`config.mk`:
```
export PLATFORM = sky130hd
export DESIGN_NAME = lpm_front_flat
export DESIGN_NICKNAME = d
export VERILOG_FILES = /design/src/hdl/looped_ramped_pan_mixer_unit_macros.svh /design/src/hdl/lpm_pkg.sv /design/src/hdl/lpm_if.sv /design/src/hdl/lpm_front.sv /design/src/flat_wrapper.sv
export SDC_FILE = /design/constraint.sdc
export NUM_CORES = 1
export LEC_CHECK = 0
export ABC_AREA = 1
export BUFFER_PORTS_ARGS = -buffer_cell sky130_fd_sc_hd__buf_2
export CAP_MARGIN = 20
export CORE_AREA = 8 8 84 86
export CTS_CLUSTER_DIAMETER = 100
export DETAILED_ROUTE_END_ITERATION = 7
export DIE_AREA = 0 0 92 94
export PLACE_DENSITY_LB_ADDON = 0.2
export REMOVE_ABC_BUFFERS = 1
export SLEW_MARGIN = 20
export SYNTH_ARGS = -nofsm -noshare
export SYNTH_HDL_FRONTEND = slang
export SYNTH_SLANG_ARGS = --single-unit
```
`constraint.sdc`:
```
create_clock -name clk -period 4.04 [get_ports clk]
set_clock_uncertainty 0.2 [all_clocks]
set_input_delay 0.404 -clock clk [delete_from_list [all_inputs] [get_ports clk]]
set_output_delay 0.404 -clock clk [all_outputs]
set_load 0.02 [all_outputs]
```
`src/hdl/looped_ramped_pan_mixer_unit_macros.svh`:
```
// ----------------------------------------------------------------------------
// looped_ramped_pan_mixer_unit_macros
// assertion macros shared by the mixer rtl
// ----------------------------------------------------------------------------
// every macro samples on clk and is disabled while rst_n is low
`ifndef LOOPED_RAMPED_PAN_MIXER_UNIT_MACROS_SVH
`define LOOPED_RAMPED_PAN_MIXER_UNIT_MACROS_SVH

// condition holds at every edge
`define LPM_ASSERT_ALWAYS(label, expr, msg) \
  label: assert property (@(posedge clk) disable iff (!rst_n) (expr)) else $error(msg);

// consequent holds in the same cycle as the antecedent
`define LPM_ASSERT_IMPLIES(label, ante, cons, msg) \
  label: assert property (@(posedge clk) disable iff (!rst_n) (ante) |-> (cons)) else $error(msg);

// consequent holds in the cycle after the antecedent
`define LPM_ASSERT_NEXT(label, ante, cons, msg) \
  label: assert property (@(posedge clk) disable iff (!rst_n) (ante) |=> (cons)) else $error(msg);

`endif

```
`src/hdl/lpm_pkg.sv`:
```
// ----------------------------------------------------------------------------
// lpm_pkg
// shared types and constants of the looped ramped pan mixer
// ----------------------------------------------------------------------------
package lpm_pkg;

  localparam int LOOP_DEPTH     = 65536;
  localparam int SAMPLE_BITS    = 16;
  localparam int LOOP_AW        = $clog2(LOOP_DEPTH);
  localparam int LEN_W          = LOOP_AW + 1;
  localparam int GAIN_W         = 17;
  localparam int PAN_W          = 18;
  localparam int ADDR_W         = 16;
  localparam int CFG_AW         = 2;
  localparam int CFG_DW         = 18;
  localparam int UNITY          = 65536;
  localparam int GAIN_THRESHOLD = 32;
  localparam int RAMP_RESET     = 73;
  localparam int SAT_LIMIT      = (98 * (2 ** (SAMPLE_BITS - 1)) + 50) / 100;

  typedef logic signed [SAMPLE_BITS-1:0] sample_t;

  typedef enum logic [CFG_AW-1:0] {
    REG_TARGET_GAIN = 2'd0,
    REG_TARGET_PAN  = 2'd1,
    REG_RAMP_STEP   = 2'd2,
    REG_LOOP_LENGTH = 2'd3
  } reg_idx_t;

  typedef enum logic {
    OP_MIX  = 1'b0,
    OP_LOAD = 1'b1
  } op_t;

  // classified item as it travels from front to back
  typedef struct packed {
    op_t                op;
    sample_t            mix_left;
    sample_t            mix_right;
    logic [LOOP_AW-1:0] addr;
    sample_t            data;
  } cmd_t;

  typedef struct packed {
    logic              we;
    logic [CFG_AW-1:0] addr;
    logic [CFG_DW-1:0] data;
  } cfg_wr_t;

endpackage

```
`src/hdl/lpm_if.sv`:
```
// ----------------------------------------------------------------------------
// lpm_if
// valid/ready channels of the mixer: input items and result items
// ----------------------------------------------------------------------------
interface lpm_in_if;
  logic                         valid;
  logic                         ready;
  logic                         operation;
  lpm_pkg::sample_t             mix_left;
  lpm_pkg::sample_t             mix_right;
  logic [lpm_pkg::ADDR_W-1:0]   load_address;
  lpm_pkg::sample_t             load_sample;

  modport source (output valid, operation, mix_left, mix_right, load_address, load_sample,
                  input ready);
  modport sink   (input valid, operation, mix_left, mix_right, load_address, load_sample,
                  output ready);
endinterface


```
`src/hdl/lpm_front.sv`:
```
// ----------------------------------------------------------------------------
// lpm_front
// accepts input items, classifies them and holds one for the queue
// ----------------------------------------------------------------------------
module lpm_front (
  input  logic          clk,
  input  logic          rst_n,
  lpm_in_if.sink        in_chan,
  output logic          cmd_valid,
  input  logic          cmd_ready,
  output lpm_pkg::cmd_t cmd
);
  import lpm_pkg::*;

  logic hold_valid_r;
  logic hold_valid_nxt;
  cmd_t hold_r;
  cmd_t cls;
  logic keep;
  logic accept;

  assign in_chan.ready = !hold_valid_r || cmd_ready;
  assign accept        = in_chan.valid && in_chan.ready;
  assign cmd_valid     = hold_valid_r;
  assign cmd           = hold_r;

  always_comb begin
    cls.op        = op_t'(in_chan.operation);
    cls.mix_left  = in_chan.mix_left;
    cls.mix_right = in_chan.mix_right;
    cls.addr      = LOOP_AW'(in_chan.load_address);
    cls.data      = in_chan.load_sample;
    // loads beyond the loop memory are swallowed here
    keep = !((cls.op == OP_LOAD) && (32'(in_chan.load_address) >= 32'(LOOP_DEPTH)));
  end

  always_comb begin
    hold_valid_nxt = hold_valid_r;
    if (cmd_ready) begin
      hold_valid_nxt = 1'b0;
    end
    if (accept) begin
      hold_valid_nxt = keep;
    end
  end

  always_ff @(posedge clk) begin
    if (!rst_n) begin
      hold_valid_r <= 1'b0;
    end else begin
      hold_valid_r <= hold_valid_nxt;
    end
  end

  always_ff @(posedge clk) begin
    if (accept) begin
      hold_r <= cls;
    end
  end

endmodule

```
`src/flat_wrapper.sv`:
```
// flat-port wrapper written by rule: the top's interface ports become plain ports
module lpm_front_flat import lpm_pkg::*;
  (clk, rst_n, cmd_valid, cmd_ready, cmd, in_chan_valid, in_chan_operation, in_chan_mix_left, in_chan_mix_right, in_chan_load_address, in_chan_load_sample, in_chan_ready);
  lpm_in_if in_chan_i ();
  input  logic clk;
  input  logic rst_n;
  output logic cmd_valid;
  input  logic cmd_ready;
  output lpm_pkg::cmd_t cmd;
  input wire logic [$bits(in_chan_i.valid)-1:0] in_chan_valid;
  input wire logic [$bits(in_chan_i.operation)-1:0] in_chan_operation;
  input wire logic [$bits(in_chan_i.mix_left)-1:0] in_chan_mix_left;
  input wire logic [$bits(in_chan_i.mix_right)-1:0] in_chan_mix_right;
  input wire logic [$bits(in_chan_i.load_address)-1:0] in_chan_load_address;
  input wire logic [$bits(in_chan_i.load_sample)-1:0] in_chan_load_sample;
  output wire logic [$bits(in_chan_i.ready)-1:0] in_chan_ready;
  assign in_chan_i.valid = in_chan_valid;
  assign in_chan_i.operation = in_chan_operation;
  assign in_chan_i.mix_left = in_chan_mix_left;
  assign in_chan_i.mix_right = in_chan_mix_right;
  assign in_chan_i.load_address = in_chan_load_address;
  assign in_chan_i.load_sample = in_chan_load_sample;
  assign in_chan_ready = in_chan_i.ready;
  lpm_front u_core (.clk(clk), .rst_n(rst_n), .in_chan(in_chan_i), .cmd_valid(cmd_valid), .cmd_ready(cmd_ready), .cmd(cmd));
endmodule
```
==> out/metrics.sh <==
CRITICAL_PATH.N_BUFFERS_INVERTERS=1
WORSTHOLDPATHTYPE='input pin to flop'
SYNTH.LIB_CELLS_USED.DISTINCT=7
POST_ROUTE_DRC=0
WORST_SETUP_EP_TYPE='flop'
POSTSYNTH.TOPFLOPCELL='sky130_fd_sc_hd__edfxtp_1'
FLIP_FLOP_AND_LATCH_COUNT_AFTER_SYNTHESIS=66
WORST-R2R-CELL-COUNT=2
GROUTE.USAGE.OVERALL_PCT=10.9
TRITONCTS_NUM_SINKS=66
ANT_NETS=0
FIN_UTIL_PCT=51.8
CRITICAL_PATH_ARRIVAL_NS=1.48
FIRST_GLOBAL_VIAS=1336
WORSTMARGINPINSLEW_NS=0.791
DETAILEDROUTE.FIRSTPASSITERATIONCOUNT=4
FINAL_AREA_MM2=0.00298
TIMING.HOLD.WORST_PATH_DEPTH=1
CTS_TREE='yes'
WORST_EP_REQUIRED_TIME_NS=3.79
SYNTH-COMPOUND-AREA-SHARE_PCT=0.687
SYNTH_CELLS=72
POST-SYNTH-TOP-AREA-CELL='sky130_fd_sc_hd__edfxtp_1'
GRT_SETUP_UNREPAIRED='false'
STARTPOINT_TYPE='flop'
FINAL_CRITICAL_PATH_TIME_INCLUDING_I_O_DELAYS_AND_SETUP_NS=1.73
FINALCRITPERIODSHARE_PCT=42.8
POST_SYNTH_EDFFS=65
VIAS_PER_CELL=4.03
TOP_CELL_TYPE_S_SHARE_OF_SYNTHESIZED_AREA_PCT=97.4
SYNTH.AREA.TOP_CELLS='sky130_fd_sc_hd__edfxtp_1 (97%), sky130_fd_sc_hd__dfxtp_1 (1.0%), sky130_fd_sc_hd__a21oi_2 (0.44%), sky130_fd_sc_hd__inv_1 (0.37%), sky130_fd_sc_hd__nand2_2 (0.31%)'
IO_BUFFERS=135
CORE-AREA_MM2=0.00575
PATH_CLASS='flop to flop'
PLACED_CELLS=283
MAX-VDD-IR-DROP_mV=0.265
GLOBALPLACE.CONGESTION=0.687
MUXSHAREOFSYNTHAREA_PCT=0
MAXIMUM_CELL_STAGE_DELAY_ALONG_THE_CRITICAL_PATH_NS=0.63
DIE_H_UM=94
MAXCLOCKFREQUENCY_GHz=0.578
SETUP-VIOLATIONS-FINAL=0
TOTAL_DIE_AREA_MM2=0.00865
INSERTEDDIODECOUNT=0
NUMBER_OF_PINS_WITH_NEGATIVE_MAX_SLEW_SLACK_IN_THE_FINAL_REPORT=0
CLK_LATENCY_NS=0.31
CTSHOLDBUFFERS=0
CELLPOWERDENSITY_mW_PER_MM2=491
CRIT_CHAIN='a21oi_4 > buf_4'
LAYOUTNONFILLERINSTCOUNT=299
GRT_PASS1_WL_MM=7.03
ASYNC_SET_RESET_FLOP_SHARE_OUT_OF_SYNTHESIS_PCT=0
SLEW_HEADROOM_PCT=47.2
PLACED_CELL_AREA_MM2=0.00279
LARGEST_FAMILY_OF_LOGIC_CELLS_BY_SYNTHESIZED_AREA='compound AO/OA/AOI/OAI gates'
CLOCK_PATH_BUFFERS=2
SYN_AREA_PER_CELL_UM2=27.8
SYNTH_TOP_CELLS_BY_COUNT='sky130_fd_sc_hd__edfxtp_1 (65), sky130_fd_sc_hd__inv_1 (2)'
REPORT.FINAL.HOLD_VIOL_COUNT=0
I_O_PIN_TOTAL=136
CTS.CLK_SLEW.WORST_PATHS_NS=0.07
SYNTH-ADDER-AREA-SHARE_PCT=0
FINAL_LAYOUT_SIZE_SUFFIX_GT1_SHARE_PCT=68.8
WIRE_PER_INST_UM=16.0
FLOORPLAN.ROWS=28
PLACE.DETAILED.HPWL_MM=3.72
FIN_NETS=288
GRT_START_MAX_NET_PINS=66
GRT_ANTENNA_BEFORE_REPAIR=0
CLOCKROOTBUFFER='sky130_fd_sc_hd__clkbuf_8'
SMALLEST_HOLD_SLACK_NS=0.0520
CP_NUM_CELLS=2
SEQUENTIAL_AREA_SHARE_AFTER_SYNTHESIS_PCT=98.4
DR.FIRST_ITER.DRC_COUNT=76
SYN_TO_FINAL_GROWTH_PCT=48.6
STATUS='completed'
DIE_WIDTH_UM=92
START_UTIL_PCT=34.9
CTS_MADE_BUFFERS=9
CRITICAL-PATH-SLOWEST-CELL='sky130_fd_sc_hd__buf_4'
FINALWIRELENGTH_MM=4.80
SYNTH_MOST_COMMON_CELL='sky130_fd_sc_hd__edfxtp_1'
VIAS=1205
LEAKAGEPOWER_nW=1.29
CRITICAL_PATH.TOP_DELAY_FAMILY='buffers and inverters'
MAPPEDNETLISTAREA_MM2=0.00200
HTREE_NUM_LEVELS=3
SYNTH-SIMPLE-AREA-SHARE_PCT=0.312
SETUP_TNS_NS=0
SYNTH_XOR_AREA_SHARE_PCT=0
YOSYS_WARNINGS=0
POSTCTSSETUPREPAIRBUFS=0
TIMING.CRITICAL_PATH.FANOUT_MAX=65
GLOBAL_ROUTE.OVERFLOW_TOTAL=0
CTS.REPAIR.RESIZED=0
MAX_CAP_VIOL_COUNT=0
routing by layer:
metal / share of wire [%] / GRT usage [%] / up-vias / wire [um]
met1: 38 / 11.2 / 538 / 1830
met3: 12 / 5.92 / 8 / 565
met5: 0 / 0 / - / 0
met4: 1.2 / 6.44 / 0 / 59
met2: 49 / 17.3 / 78 / 2340
li1: - / - / 581 / -
worst register-to-register path: cells and delay by family, from the launching register on:
kind	cells	cell delay, ns
AO/OA/AOI/OAI	1	0.14
buffers and inverters	1	0.63
flip-flops	1	0.35
flip-flops by register name (all words and copies together), names as in the netlist:
signal,count
u_core.cmd,65
u_core.cmd_valid,1
cells by family after synthesis:
| group | Yosys count |
|---|---|
| AO/OA/AOI/OAI | 2 |
| flip-flops | 66 |
| buffers and inverters | 3 |
| AND/OR/NAND/NOR | 1 |
placed cells by master (no fill, tap or decap), drive strengths merged:
cell type / instances
edfxtp: 65
buf: 136
clkinv: 5
bufinv: 1
dfxtp: 1
clkbuf: 10
inv: 3
a21oi: 2
nand2: 1
report_power, final:
part	leakage (nW)	switching [mW]	internal, mW
Combinational	0.557	0.0906	0.0498
Sequential	0.637	0.00900	0.800
Clock	0.0974	0.230	0.281
Total	1.29	0.329	1.13
area by class of cell:
cell class	count	area, um^2
clock buffers	10	128
clock inverters	6	57.6
fillers	521	2770
inverters	3	11.3
multi-input cells	3	31.3
flip-flops and latches	66	1970
well taps	75	93.8
repair buffers	136	683
per-stage QoR:
stage                     power, mW  worst slack (ns)
after floorplan               0.895            -0.285
after global placement        0.965              2.14
after detailed placement      0.969              2.12
after CTS                      1.48              2.30
after global routing           1.52              2.21
final                          1.46              2.31
path summary, 6_finish.rpt:
kind / from / to / slack [ns]
max: u_core.cmd_valid$_SDFFE_PN0P_ / u_core.cmd[3]$_DFFE_PP_ / 2.31
min reg2reg: u_core.cmd_valid$_SDFFE_PN0P_ / u_core.cmd_valid$_SDFFE_PN0P_ / 0.33
min: in_chan_load_sample[1] / u_core.cmd[1]$_DFFE_PP_ / 0.05
max reg2reg: u_core.cmd_valid$_SDFFE_PN0P_ / u_core.cmd[3]$_DFFE_PP_ / 2.31
Power figures use the tool's default switching activity.
