[config.mk]
export PLATFORM = sky130hd
export DESIGN_NAME = lpm_queue
export DESIGN_NICKNAME = d
export VERILOG_FILES = /design/src/hdl/looped_ramped_pan_mixer_unit_macros.svh /design/src/hdl/lpm_pkg.sv /design/src/hdl/lpm_queue.sv
export SDC_FILE = /design/constraint.sdc
export NUM_CORES = 1
export LEC_CHECK = 0
export BUFFER_PORTS_ARGS = -buffer_cell sky130_fd_sc_hd__buf_2
export CORE_ASPECT_RATIO = 1.25
export CORE_MARGIN = 5
export CORE_UTILIZATION = 50
export CTS_CLUSTER_DIAMETER = 60
export CTS_CLUSTER_SIZE = 8
export DETAILED_ROUTE_END_ITERATION = 8
export PLACE_DENSITY = 0.88
export RECOVER_POWER = 100
export SLEW_MARGIN = 25
export SYNTH_ARGS = -nofsm -noshare
export SYNTH_HDL_FRONTEND = slang
export SYNTH_SLANG_ARGS = --single-unit
[constraint.sdc]
create_clock -name clk -period 3.15 [get_ports clk]
set_clock_uncertainty 0.05 [all_clocks]
set_input_delay 0.63 -clock clk [delete_from_list [all_inputs] [get_ports clk]]
set_output_delay 0.63 -clock clk [all_outputs]
set_load 0.02 [all_outputs]
[src/hdl/looped_ramped_pan_mixer_unit_macros.svh]
// ----------------------------------------------------------------------------
// looped_ramped_pan_mixer_unit_macros
// assertion macros shared by the mixer rtl
// ----------------------------------------------------------------------------
// every macro samples on clk and is disabled while rst_n is low
`ifndef LOOPED_RAMPED_PAN_MIXER_UNIT_MACROS_SVH
`define LOOPED_RAMPED_PAN_MIXER_UNIT_MACROS_SVH

// condition holds at every edge
`define LPM_ASSERT_ALWAYS(label, expr, msg) \
  label: assert property (@(posedge clk) disable iff (!rst_n) (expr)) else $error(msg);

// consequent holds in the same cycle as the antecedent
`define LPM_ASSERT_IMPLIES(label, ante, cons, msg) \
  label: assert property (@(posedge clk) disable iff (!rst_n) (ante) |-> (cons)) else $error(msg);

// consequent holds in the cycle after the antecedent
`define LPM_ASSERT_NEXT(label, ante, cons, msg) \
  label: assert property (@(posedge clk) disable iff (!rst_n) (ante) |=> (cons)) else $error(msg);

`endif

[src/hdl/lpm_pkg.sv]
// ----------------------------------------------------------------------------
// lpm_pkg
// shared types and constants of the looped ramped pan mixer
// ----------------------------------------------------------------------------
package lpm_pkg;

  localparam int LOOP_DEPTH     = 65536;
  localparam int SAMPLE_BITS    = 16;
  localparam int LOOP_AW        = $clog2(LOOP_DEPTH);
  localparam int LEN_W          = LOOP_AW + 1;
  localparam int GAIN_W         = 17;
  localparam int PAN_W          = 18;
  localparam int ADDR_W         = 16;
  localparam int CFG_AW         = 2;
  localparam int CFG_DW         = 18;
  localparam int UNITY          = 65536;
  localparam int GAIN_THRESHOLD = 32;
  localparam int RAMP_RESET     = 73;
  localparam int SAT_LIMIT      = (98 * (2 ** (SAMPLE_BITS - 1)) + 50) / 100;

  typedef logic signed [SAMPLE_BITS-1:0] sample_t;

  typedef enum logic [CFG_AW-1:0] {
    REG_TARGET_GAIN = 2'd0,
    REG_TARGET_PAN  = 2'd1,
    REG_RAMP_STEP   = 2'd2,
    REG_LOOP_LENGTH = 2'd3
  } reg_idx_t;

  typedef enum logic {
    OP_MIX  = 1'b0,
    OP_LOAD = 1'b1
  } op_t;

  // classified item as it travels from front to back
  typedef struct packed {
    op_t                op;
    sample_t            mix_left;
    sample_t            mix_right;
    logic [LOOP_AW-1:0] addr;
    sample_t            data;
  } cmd_t;

  typedef struct packed {
    logic              we;
    logic [CFG_AW-1:0] addr;
    logic [CFG_DW-1:0] data;
  } cfg_wr_t;

endpackage

[src/hdl/lpm_queue.sv]
// ----------------------------------------------------------------------------
// lpm_queue
// two-entry queue of classified items between front and back
// ----------------------------------------------------------------------------
module lpm_queue (
  input  logic          clk,
  input  logic          rst_n,
  input  logic          push_valid,
  output logic          push_ready,
  input  lpm_pkg::cmd_t push_data,
  output logic          pop_valid,
  input  logic          pop_ready,
  output lpm_pkg::cmd_t pop_data
);
  import lpm_pkg::*;

  localparam int QD  = 2;
  localparam int QAW = $clog2(QD);
  localparam int QCW = $clog2(QD + 1);

  cmd_t           slot_r [QD];
  logic [QAW-1:0] wr_ptr_r;
  logic [QAW-1:0] wr_ptr_nxt;
  logic [QAW-1:0] rd_ptr_r;
  logic [QAW-1:0] rd_ptr_nxt;
  logic [QCW-1:0] count_r;
  logic [QCW-1:0] count_nxt;
  logic           push;
  logic           pop;

  assign push_ready = (count_r != QCW'(QD));
  assign pop_valid  = (count_r != '0);
  assign pop_data   = slot_r[rd_ptr_r];
  assign push       = push_valid && push_ready;
  assign pop        = pop_valid && pop_ready;

  always_comb begin
    wr_ptr_nxt = push ? QAW'(wr_ptr_r + 1'b1) : wr_ptr_r;
    rd_ptr_nxt = pop ? QAW'(rd_ptr_r + 1'b1) : rd_ptr_r;
    count_nxt  = count_r;
    if (push && !pop) begin
      count_nxt = QCW'(count_r + 1'b1);
    end else if (pop && !push) begin
      count_nxt = QCW'(count_r - 1'b1);
    end
  end

  always_ff @(posedge clk) begin
    if (!rst_n) begin
      wr_ptr_r <= '0;
      rd_ptr_r <= '0;
      count_r  <= '0;
    end else begin
      wr_ptr_r <= wr_ptr_nxt;
      rd_ptr_r <= rd_ptr_nxt;
      count_r  <= count_nxt;
    end
  end

  always_ff @(posedge clk) begin
    if (push) begin
      slot_r[wr_ptr_r] <= push_data;
    end
  end

endmodule

==> results of run 1 <==
## area by class of cell
class | count | area, um2
Sequential cell | 135 | 4010
Timing Repair Buffer | 138 | 606
Fill cell | 745 | 3400
Clock buffer | 19 | 433
Multi-Input combinational cell | 83 | 866
Tap cell | 126 | 158
Clock inverter | 13 | 136
Inverter | 1 | 3.75
## state kept, by name, indices dropped and copies added, names as in the netlist, named ones only
name      cells
count_r       2
slot_r      130
wr_ptr_r      1
rd_ptr_r      1
## critical path: stages (launching register included)
cell and delay [ns]:
dfxtp_1 0.40, nand2b_2 0.19, and3_1 1.07, buf_12 0.32
## cells in the mapped netlist
cell type	count
nand3b_1	1
a21bo_2	1
edfxtp_1	130
and3_1	1
buf_4	5
ha_1	1
o21ai_1	1
dfxtp_1	5
a21boi_1	1
a21boi_0	1
mux2_2	65
and2_1	4
o21ai_0	1
nand2b_4	1
inv_1	1
or2_2	1
or3_1	1
xnor2_1	2
buf_2	2
xor2_1	1
## where the power goes
part | internal [mW] | leakage (nW) | total [mW] | switching (mW)
sequential | 2.25 | 1.26 | 2.31 | 0.0633
clock | 1.22 | 0.286 | 1.87 | 0.646
combinational | 0.488 | 0.567 | 1.32 | 0.828
## final timing paths
check,from,endpoint,depth (start not counted)
worst max-delay path,count_r[0]$_SDFFE_PN0P_,slot_r[1][32]$_DFFE_PP_,3
worst max register to register,count_r[0]$_SDFFE_PN0P_,slot_r[1][32]$_DFFE_PP_,3
worst min-delay path,push_data[64],slot_r[0][64]$_DFFE_PP_,1
worst min register to register,count_r[1]$_SDFFE_PN0P_,count_r[1]$_SDFFE_PN0P_,2
## metrics by stage
stage / area [um2] / power [mW]
final: 6210 / 5.50
after global placement: 5770 / 3.72
after floorplan: 4930 / 3.32
after detailed placement: 5770 / 3.77
after CTS: 6340 / 5.65
after global routing: 6210 / 5.75
## cell families after synthesis
group / count (synthesis) / synth area share
DFF: 135 / 0.813
muxes: 65 / 0.149
and+or+nand+nor: 9 / 0.0132
buffers and inverters: 8 / 0.0104
AOI/OAI and AO/OA: 5 / 0.00711
xor gates and xnor gates: 3 / 0.00533
adders and majority gates: 1 / 0.00254
## per-layer routing
layer / up-vias / GRT usage / wire length (um) / part of all wire
li1: 1193 / - / - / -
met1: 1249 / 0.147 / 3150 / 0.36
met2: 74 / 0.274 / 4950 / 0.57
met3: 8 / 0.0546 / 546 / 0.062
met4: 0 / 0.0709 / 102 / 0.012
met5: - / 0 / 0 / 0
==> reports/metrics.cfg, run 1 <==
[clocking]
post_cts_buffers = 0
cts_max_path_buffers = 2
cts_buffers = 17
clockRootBuffer = clkbuf_16
post_cts_resized = 0
clkSinkCount = 135
clkSlewWorstSetupHoldPaths_ns = 0.05
tritoncts = yes
cts_hold_repair.buffers = 0
clk_latency_ns = 0.40
htreeDepth = 4

[routing]
dr.pass1.iters = 4
avgRoutedWirePerCell_um = 17.0
drtAntennaViolNets = 0
wl_mm = 8.75
vias = 2524
vias_per_cell = 4.90
detail_route.iter0.violations = 107
drc_errors = 0

[timing]
period_minus_slack_ns = 2.37
rsz0062_at_grt = false
fmax_ghz = 0.421
hold_viol = 0
worst_pin_slew_ns = 1.33
setup_slack_ns = 0.777
fin_crit_sh = 0.753
slew_headroom = 0.110
tns_ns = 0
slew_violations = 0
hold-worst-slack_ns = 0.367
setup_violations = 0

[logic_synthesis]
synth.top_cell.area_share = 0.792
synth.distinct_cells = 20
synth_seq_area_share = 0.813
synth-seq-cells = 135
avgSynthCellArea_um2 = 21.8
yosysTopAreaCell = edfxtp_1
syn_area_um2 = 4930
ys_warn_count = 0
synth_nets = 296
yosys-top-cells-area = edfxtp_1 79%, mux2_2 15%, dfxtp_1 2.0%
syn_inst = 226

[floorplanning]
die_area_um2 = 11900
die-height_um = 121
initial_core_util = 0.513
coreArea_um2 = 9610
die_w_um = 98.8
pin_count = 136
rows = 40

[cells_and_area]
syn_to_final_growth_pct = 26.0
antenna_cells = 0
final_cell_mix = 130 x edfxtp_1, 106 x clkbuf_1, 62 x mux2_2
fin_util = 0.646
finalNonFillerCells = 515
drive_gt1_frac = 0.326
final_common_cell = edfxtp_1
nets = 446

[power]
power_density_nw_per_um2 = 886
p_leak_nw = 2.11
peakVddDrop_mv = 0.487

[placed_design]
dpl_worst_slack_ns = 1.05
place_hpwl_mm = 5.90
dp.cells = 483
io_buffers = 135
gp_congestion = 0.720

[global_route]
grt_use_total = 0.149
grt_pass1_wl_mm = 13.4
grt_max_degree = 66
grt_pass1_vias = 2737
grt_overflow = 0
antenna_found_initial = 0

[worst_setup_path]
critical_path_class = reg -> reg
cp.required_ns = 3.19
critPathLaunchType = flop
r2r_slack_ns = 0.78
worstPathArrival_ns = 2.41
path_max_fanout = 39
worstSetupEndpointType = flop

[outcome]
status = finished, final reports clean

[min_path]
worstHoldPathType = in -> reg

[flow_run]
drv_cap = 0

No activity file was read; power rests on OpenSTA's default activity.
==> inputs of run 2 (changes only) <==
CORE_UTILIZATION = 47   (was 50)
PLACE_DENSITY = 0.87   (was 0.88)
clock period = 2 ns   (was 3.15 ns; I/O delays follow)
==> run 2 against run 1 <==
Effect of this change:
- sequential power rose by 58%
- final cell count grew 1.2%
- clock power up 44%
- via count increased by 0.59%
- worst hold slack worse by 0.23 ns
- critical path depth did not move
- register-to-register slack worse by 0.58 ns
- largest cell class unchanged
- die area up 5.8%
- wire length fell by 0.57%
- non-clock buffer count rose by 3
- critical path type is now reg -> out
==> reports/metrics.cfg, run 2 (synthesis gave the netlist of run 1 again) <==
[clocking]
clk_latency_ns = 0.39
cts_buffers = 17
post_cts_resized = 1
tritoncts = yes
clockRootBuffer = clkbuf_16
htreeDepth = 4
post_cts_buffers = 0
cts_hold_repair.buffers = 0
cts_max_path_buffers = 2
clkSlewWorstSetupHoldPaths_ns = 0.05
clkSinkCount = 135

[global_route]
grt_use_total = 0.142
grt_overflow = 0
grt_max_degree = 36
antenna_found_initial = 1
grt_pass1_vias = 2814
grt_pass1_wl_mm = 13.6

[cells_and_area]
fillers = 762
regArea_um2 = 4010
multi_input_area_um2 = 865
top_regs = slot_r: 130 flops, count_r: 2 flops
syn_to_final_growth_pct = 27.4
antenna_cells = 0
nets = 449
final_common_cell = edfxtp_1
drive_gt1_frac = 0.513
final_cell_mix = 130 x edfxtp_1, 87 x buf_2, 65 x mux2_2
largest-register = slot_r
largest_register_ffs = 130

[power]
power_density_nw_per_um2 = 1360
pwr-share-comb = 0.256
peakVddDrop_mv = 0.845
p_int_mw = 6.11
clockPowerShare = 0.316
p_leak_nw = 2.27
power_mw = 8.52
seqPwrFrac = 0.428
swShare = 0.283
p_switching_mw = 2.41

[floorplanning]
coreArea_um2 = 10200
rows = 41
initial_core_util = 0.485
die_area_um2 = 12600
pin_count = 136
die-height_um = 124
die_w_um = 102

[timing]
tns_ns = 0
setup_slack_ns = 0.0247
period_minus_slack_ns = 1.98
fmax_ghz = 0.506
rsz0062_at_grt = true
hold_viol = 0
setup_violations = 0
worst_pin_slew_ns = 0.501
slew_violations = 0
fin_crit_sh = 0.988
slew_headroom = 0.666

[routing]
avgRoutedWirePerCell_um = 16.7
wl_mm = 8.70
drc_errors = 0
detail_route.iter0.violations = 86
drtAntennaViolNets = 0
dr.pass1.iters = 4
vias_per_cell = 4.87
vias = 2539

[worst_setup_path]
cp.required_ns = 1.55
max_stage_delay_ns = 0.37
crit_family = flip-flops
crit_path_cell_trace = buf_12, mux2_2, buf_2
critPathLaunchType = flop
path_max_fanout = 35
worstSetupEndpointType = output pin
cp_num_buf_inv = 2
critical_path_class = reg -> out
slowest_stage = dfxtp_4
worstPathArrival_ns = 1.53

[flow_run]
drv_cap = 0

[placed_design]
io_buffers = 135
gp_congestion = 0.681
place_hpwl_mm = 6.00
dpl_worst_slack_ns = 0.401

[outcome]
status = finished, final reports clean

[min_path]
worstHoldPathType = in -> reg

run 2: cell count changes in the layout (fill, tap and decap cells not counted), moves of 2 or more:
cell,delta
clkbuf_1,-64
buf_2,+56
clkbuf_2,+7
clkbuf_4,+4
clkinvlp_4,+4
bufinv_16,-3
clkbuf_8,+3
clkinv_1,-3
mux2_1,-3
mux2_2,+3
buf_4,+2
run 2: final cells by class:
| cell class | count | area share |
|---|---|---|
| timing repair buffer | 141 | 0.112 |
| inverter | 1 | 0.00120 |
| clock inverter | 9 | 0.00838 |
| multi-input combinational | 83 | 0.138 |
| clock buffer | 23 | 0.0762 |
| tap | 129 | 0.0257 |
| sequential | 135 | 0.639 |
run 2: worst reg2reg max path, cell delays in order, from the launching register on:
cell and delay [ns]:
dfxtp_1 0.40, nand2b_1 0.23, nand3b_1 0.18, clkinvlp_4 0.11, clkbuf_4 0.45
run 2: metrics by stage:
stage	cells	util	area, um2	hold WS, ns
finish	521	0.618	6270	0.140
floorplan	226	-	4930	0.449
detailed placement	489	0.573	5820	0.496
global placement	489	0.573	5820	0.482
CTS	521	0.625	6350	0.118
global route	521	0.618	6270	0.108
run 2: layer usage:
layer  part of all wire  vias to the layer above  global-route usage  wire [um]
met5             0.0015                        -                   0         13
met4              0.011                        2              0.0595         96
met3              0.077                       14              0.0571        668
met2               0.55                       92               0.244       4750
met1               0.36                     1233               0.152       3170
li1                   -                     1198                   -          -
run 2: path summary, 6_finish.rpt:
kind	slack, ns	end	start	depth (start not counted)
min	0.14	slot_r[0][41]$_DFFE_PP_	push_data[41]	1
max reg2reg	0.20	slot_r[0][49]$_DFFE_PP_	count_r[0]$_SDFFE_PN0P_	4
max	0.02	pop_data[50]	flop	3
min reg2reg	0.48	count_r[1]$_SDFFE_PN0P_	count_r[1]$_SDFFE_PN0P_	2
run 2: power groups by stage:
| stage | sequential [mW] | clock (mW) | combinational, mW |
|---|---|---|---|
| 3_5_place_dp | 3.71 | 0 | 2.26 |
| 4_1_cts | 3.66 | 2.77 | 2.28 |
| 2_1_floorplan | 3.67 | 0 | 1.56 |
| 3_3_place_gp | 3.68 | 0 | 2.23 |
| 5_1_grt | 3.68 | 2.92 | 2.33 |
| 6_report | 3.65 | 2.70 | 2.18 |
